$ cat src/hdl/bft_pkg.sv
// Package: word types, chain token and status codes for the bigram frequency table.
`timescale 1ns / 1ps

package bft_pkg;

  localparam logic [2:0] STAT_ACCUM   = 3'd0;
  localparam logic [2:0] STAT_INSERT  = 3'd1;
  localparam logic [2:0] STAT_FOUND   = 3'd2;
  localparam logic [2:0] STAT_MISSING = 3'd3;
  localparam logic [2:0] STAT_DROPPED = 3'd4;

  localparam logic [31:0] FREQ_MAX = 32'hFFFF_FFFF;

  typedef struct packed {
    logic        mode;
    logic [7:0]  first_char;
    logic [7:0]  second_char;
    logic [15:0] count_in;
  } item_t;

  typedef struct packed {
    logic [2:0]  status;
    logic [8:0]  position;
    logic [31:0] frequency_out;
    logic [9:0]  entries_used;
  } result_t;

  typedef struct packed {
    logic        valid;
    logic        mode;
    logic        hit;
    logic        ins;
    logic [15:0] key;
    logic [15:0] add;
    logic [31:0] freq;
  } tok_t;

  typedef enum logic {
    ST_IDLE,
    ST_SEARCH
  } state_t;

endpackage

$ cat src/hdl/bft_cell.sv
// One table slot: holds a key and its frequency and passes the search token on.
`timescale 1ns / 1ps

module bft_cell #(
  parameter int INDEX = 0,
  parameter int PW    = 9,
  parameter int CW    = 10
) (
  input  logic           clk,
  input  logic           rst,
  input  logic [CW-1:0]  count,
  input  bft_pkg::tok_t  tok_in,
  input  logic [PW-1:0]  pos_in,
  output bft_pkg::tok_t  tok_out,
  output logic [PW-1:0]  pos_out
);

  logic [15:0]   key;
  logic [31:0]   freq;
  logic          used;
  logic          match;
  logic          ins;
  logic [32:0]   sum;
  logic [31:0]   sat;
  bft_pkg::tok_t tok_next;
  logic [PW-1:0] pos_next;

  always_comb begin
    used  = count > CW'(INDEX);
    match = tok_in.valid && !tok_in.hit && used && (key == tok_in.key);
    ins   = tok_in.valid && !tok_in.hit && !tok_in.mode && (count == CW'(INDEX));
    sum   = {1'b0, freq} + {17'b0, tok_in.add};
    sat   = sum[32] ? bft_pkg::FREQ_MAX : sum[31:0];
    tok_next = tok_in;
    pos_next = pos_in;
    if (match) begin
      tok_next.hit  = 1'b1;
      tok_next.freq = tok_in.mode ? freq : sat;
      pos_next      = PW'(INDEX);
    end else if (ins) begin
      tok_next.hit  = 1'b1;
      tok_next.ins  = 1'b1;
      tok_next.freq = {16'b0, tok_in.add};
      pos_next      = PW'(INDEX);
    end
  end

  always_ff @(posedge clk) begin
    if (match && !tok_in.mode) begin
      freq <= sat;
    end else if (ins) begin
      key  <= tok_in.key;
      freq <= {16'b0, tok_in.add};
    end
  end

  always_ff @(posedge clk) begin
    if (rst) begin
      tok_out.valid <= 1'b0;
    end else begin
      tok_out.valid <= tok_next.valid;
    end
    tok_out.mode <= tok_next.mode;
    tok_out.hit  <= tok_next.hit;
    tok_out.ins  <= tok_next.ins;
    tok_out.key  <= tok_next.key;
    tok_out.add  <= tok_next.add;
    tok_out.freq <= tok_next.freq;
    pos_out      <= pos_next;
  end

endmodule

$ cat config.mk
export PLATFORM = sky130hd
export DESIGN_NAME = bft_cell
export DESIGN_NICKNAME = d
export VERILOG_FILES = /design/src/hdl/bft_pkg.sv /design/src/hdl/bft_cell.sv
export SDC_FILE = /design/constraint.sdc
export NUM_CORES = 1
export LEC_CHECK = 0
export ABC_CLOCK_PERIOD_IN_PS = 4900
export BUFFER_PORTS_ARGS = -buffer_cell sky130_fd_sc_hd__buf_2
export CAP_MARGIN = 20
export CORE_MARGIN = 4
export CORE_UTILIZATION = 30
export CTS_CLUSTER_SIZE = 20
export DETAILED_ROUTE_END_ITERATION = 10
export GPL_TIMING_DRIVEN = 1
export SLEW_MARGIN = 40
export SYNTH_ARGS = -nofsm -noshare
export SYNTH_HDL_FRONTEND = slang
export SYNTH_SLANG_ARGS = --single-unit
$ cat constraint.sdc
create_clock -name clk -period 4.9 [get_ports clk]
set_input_delay 0.98 -clock clk [delete_from_list [all_inputs] [get_ports clk]]
set_output_delay 0.98 -clock clk [all_outputs]
set_load 0.02 [all_outputs]
Yosys cells after proc, flatten, opt, wreduce, memory -nomap -nowiden
Index checks and enable logic that the tools add are counted.
Widths: inputs -> output; s select.
{ "totals": {"inputBits": 89, "wordCells": 34, "register_bits": 125, "out_inout_bits": 77} }
{ "classes": {"magnitude_cmp": 1, "n_mux": 8, "n_eq_ne": 1, "n_reduce_logical": 12, "n_addsub": 1, "n_bitwise": 1} }
{ "ops": {"columns": ["op", "n"], "rows": [
  ["$mux 32", 6],
  ["$add 32x16->33", 1],
  ["$eq 16x16->1", 1],
  ["$gt 10x1->1 const B", 1],
  ["$logic_not 10->1", 1],
  ["$logic_and 1x1->1", 6],
  ["$logic_not 1->1", 2],
  ["$mux 1", 2],
  ["$reduce_and 2->1", 1],
  ["$reduce_bool 2->1", 1],
  ["$reduce_or 2->1", 1],
  ["$not 1->1", 1]
]} }

Longest topological paths before layout
{ "depth": {"depth_word": 7, "ltp_mapped": 11, "ltp_nobuf": 9} }

Worst setup path before layout
No wires, ideal clock.
{ "synth_timing": {"kind": "in2reg", "startpoint": "in count[5]", "endpoint": "reg freq[0] (enable)", "n_path_buf": 1, "t_required_ns": 4.506, "path_stages": 5, "setup_ns": 0.394, "slack_ns": 0.868, "t_arrival_ns": 3.638, "cell_sequence": "or4_4 > nor4_4 > nor3b_2 > clkbuf_1 > nand2b_1"} }
{ "synth_via": {"elab_chain_cells": 5, "elab_cells_between_ends": 7, "classes_between": "1 x order compare; 6 x reduce/logical"} }
{ "synth_rtl": {"columns": ["element", "line_no", "rtl"], "rows": [
  ["from (decl)", "bft_cell.sv:11", "input logic [CW-1:0] count,"],
  ["$gt 10x1->1", "bft_cell.sv:29", "used = count > CW'(INDEX);"],
  ["$logic_and 1x1->1 (2 in a row)", "bft_cell.sv:30", "match = tok_in.valid && !tok_in.hit && used && (key == tok_in.key);"],
  ["$logic_and 1x1->1", "bft_cell.sv:49", "if (match && !tok_in.mode) begin"],
  ["$reduce_bool 2->1 (no source line) (*)", null, null],
  ["to (signal assigned)", "bft_cell.sv:50", "freq <= sat;"],
  ["to (signal assigned)", "bft_cell.sv:53", "freq <= {16'b0, tok_in.add};"],
  ["to (decl)", "bft_cell.sv:19", "logic [31:0] freq;"]
]} }
Every way passes the cells marked *; elsewhere a longest branch is shown, timed or not.
A chain may end at the register's enable or synchronous reset.

Final worst setup path
{ "layout_timing": {"startpoint": "in tok_in[32] (netlist name)", "endpoint": "reg freq[12] (data pin)"} }
{ "layout_via": {"elab_chain_cells": 3} }
{ "layout_rtl": {"columns": ["element", "line_no", "rtl"], "rows": [
  ["from (decl)", "bft_cell.sv:12", "input bft_pkg::tok_t tok_in,"],
  ["$add 32x16->33", "bft_cell.sv:32", "sum = {1'b0, freq} + {17'b0, tok_in.add};"],
  ["$mux 32", "bft_cell.sv:33", "sat = sum[32] ? bft_pkg::FREQ_MAX : sum[31:0];"],
  ["$mux 32", "bft_cell.sv:49", null]
]} }
No other way between the ends.

==> results.md <==
- Run status: finished, final reports clean
- Number of placed I/O pins: 166
- Seq pwr share: 0.438
- Antenna Nets Post-Route: 0
- Initial cell density of the core: 0.3082
- Sort of element at the end of the critical path: flop
- Count of mapped cells out of synthesis: 543
- Net switching power of the design: 0.0006424 W
- Startpoint type of the worst setup path: input port
- Total setup violations reported at the end of the flow: 0
- Worst path max stage delay: 0.58 ns
- Number of global-route vias before repair: 4753
- Post-CTS Hold Buffers: 0
- Area leader, netlist: dfxtp_1
- Area of the die: 20960 µm²
- Async SR Flop Fraction: 0
- Routed wire length: 15660 µm
- Pin count of the biggest net entering global routing: 38
- Compound-gate portion of the synthesized area: 0.1902
- Post-synth net total: 649
- Area Growth Syn to Fin: 30.14%
- Commonest register cell after synthesis: dfxtp_1
- Number of placement rows: 49
- Filler cell count in the final layout: 1808
- FF+latch count, synth: 125
- Post-Syn Area: 5612 µm²
- Maximum clock skew at final layout: 0.009887 ns
- Number of hold-slack violations in the final timing report: 0
- Number of different library cells in the post-synthesis netlist: 58
- Setup repair after global routing missed its margin: no
- Synthesized area per cell: 10.33 µm²
- IO Port Bufs: 165
- H-tree depth: 4
- Highest clock rate: 277.1 MHz
- Final worst-path cycle share: 0.7365
- Number of antenna violations at the first check in global routing: 1
- Sum of net half-perimeters after detailed placement: 11360 µm
- Number of vias after detailed routing: 4740
- Number of synthesized flops with an enable pin: 48
- Clock tree from TritonCTS: built
- Maximum net fanout on the critical path: 13
- Clock Tree Buf Depth: 2
- Number of diodes: 0
- Root Driver: clkbuf_16
- Path type of the worst min-delay path: reg2reg
- Overall Global Routing Usage: 0.1517
- Count of max-cap constraint violations: 0
- First-pass GRT wire length: 24480 µm
- Slowest-stage cell, CP: or3_1
- Data arrival, critical path: 3.78 ns
- Final count of pins violating max slew: 0
- Gate power share: 0.089
- Aggregate global routing overflow: 0
- Clk pwr share: 0.472
- Pwr per Cell Area: 349.0 nW/µm²
- YS warnings: 0
- Multiplexer fraction of the synthesized cell area: 0.01449
- Cell Chain, Critical Path: buf_2, ha_1, fa_1, a21oi_1, o21a_1, o21ai_1, a211oi_2, or3_1, a21oi_1, a21o_1
- First DRT Iteration DRCs: 260
- Number of detailed-routing iterations run before antenna repair: 5
- Share of post-route cells with drive strength above 1: 0.3045
- Die extent in y: 144.8 µm
- Core region area: 18210 µm²
- Required time of the worst setup path: 5.07 ns
- Post-synthesis xor/xnor area fraction: 0.05151
- Area share of and/or/nand/nor cells after synthesis: 0.1503
- Synth cell count leaders: 77 x dfxtp_1, 48 x edfxtp_1, 44 x a21oi_1, 44 x nand2_1, 44 x o21ai_0
- Vias per inst: 4.948
- Most common cell in the netlist: dfxtp_1
- Fraction of post-synthesis cell area in the top cell type by area: 0.2747
- Clock Sink Count: 125
- Startpoint of the most critical hold path: freq[10]
- VDD IR max: 260.2 µV
- Fin util: 0.4011
- Launch instance of the worst register-to-register path: freq[0]
- Largest cells by area after synthesis: dfxtp_1 27%, edfxtp_1 26%, a21oi_1 3.9%, o21ai_0 3.9%, ha_1 3.6%
- Switching power share of the total: 0.2521
- Static power due to leakage: 3.113 nW
- Reg clk slew, reported paths: 0.06 ns
- Adder-cell share of the synthesized area: 0.03924
- Portion of the post-synthesis area used by sequential elements: 0.5315
- Total chip power: 0.002549 W
- Dominant combinational cell family by area after synthesis: compound AO/OA/AOI/OAI gates
- Launching instance or port of the critical path: tok_in[32]
- Routability congestion estimate: 0.8248
- Worst slew margin relative to its limit: 0.4367
- Final routed wire length divided by cell count: 16.35 µm
- Internal cell power: 0.001906 W
- Clock latency of the later-clocked register in the worst-skew pair: 0.42 ns
- Worst-Margin Slew: 0.8450 ns
- Post-layout min period: 3.609 ns
- Horiz. Die Dim: 144.8 µm
- Post-CTS Resized: 0
- NumNets Final: 822
- DRC violation count after routing: 0
- Post-route setup TNS: 0 ns
- Total CTS buffers: 17
- Setup repair bufs after CTS: 0
- Most repeated library cell on the critical path: a21oi_1
- Path type of the worst setup path: in2reg
==> layer usage <==
layer  global-route usage  wire length, µm  up-vias
met3              0.04699             1104       20
met4              0.05253              233        2
met2               0.2468             7240      164
met5                    0               12        -
met1               0.1912             7071     2191
li1                     -                -     2363
==> registers in the layout (all words and copies together), names as in the netlist <==
name and flops:
tok_out 68, pos_out 9, freq 32, key 16
==> per-stage QoR <==
stage	setup slack [ns]	cells	hold slack [ns]	instance area, µm²
3_5_place_dp	0.8858	926	0.4908	6740
2_1_floorplan	0.8684	543	0.4566	5612
4_1_cts	1.310	958	0.5065	7303
5_1_grt	1.064	958	0.5358	7303
3_3_place_gp	0.9987	926	0.4884	6740
6_report	1.291	958	0.5043	7303
==> placed cells by master (no fill, tap or decap), types with 10 or more instances in the layout <==
master / synthesis / layout
o21ai_0: 44 / 44
and2_1: 12 / 12
buf_4: 0 / 11
dfxtp_1: 77 / 77
nor3_1: 11 / 10
xor2_1: 11 / 11
ha_1: 16 / 16
a22o_1: 15 / 15
a21oi_1: 44 / 43
nor2_1: 33 / 33
clkbuf_16: 0 / 17
buf_2: 9 / 165
nand2_1: 44 / 44
xnor2_1: 22 / 22
edfxtp_1: 48 / 48
nand4_1: 10 / 10
==> cells by family (layout without fill, tap and decap cells) <==
group | count (synthesis) | count (layout)
flip-flops | 125 | 125
buffers and inverters | 31 | 217
AO/OA/AOI/OAI | 166 | 166
XOR/XNOR | 33 | 33
AND/OR/NAND/NOR | 163 | 163
adder cells (fa/ha/maj) | 17 | 17
multiplexers | 8 | 8
==> final timing paths <==
check        slack, ns  depth (start not counted)          end
min               0.50                          1  tok_out[10]
min reg2reg       0.50                          1  tok_out[10]
max reg2reg       1.57                          9     freq[12]
max               1.29                         10     freq[12]
==> layout make-up <==
cell class | instances | area [µm²] | share of cell area
flip-flops and latches | 125 | 2983 | 0.4084
inverters | 9 | 33.78 | 0.004626
well taps | 229 | 286.5 | 0.03923
clock inverters | 15 | 137.6 | 0.01885
clock buffers | 17 | 425.4 | 0.05825
multi-input cells | 387 | 2529 | 0.3462
repair buffers | 176 | 908.4 | 0.1244
==> power groups by stage <==
stage	Sequential, W	Combinational [W]	Clock, W
floorplan	0.00118	0.0000834	0
global placement	0.00114	0.000229	0
detailed placement	0.00114	0.000230	0
CTS	0.00112	0.000231	0.00123
global route	0.00112	0.000253	0.00128
finish	0.00112	0.000228	0.00120
==> worst max-delay path: cells and delay by family <==
kind                       cells  cell delay (ns)
adders and majority gates      2             0.64
buffers and inverters          1             0.12
AOI/OAI and AO/OA              6             1.46
and+or+nand+nor                1             0.58
(Power assumes the default switching activity.)
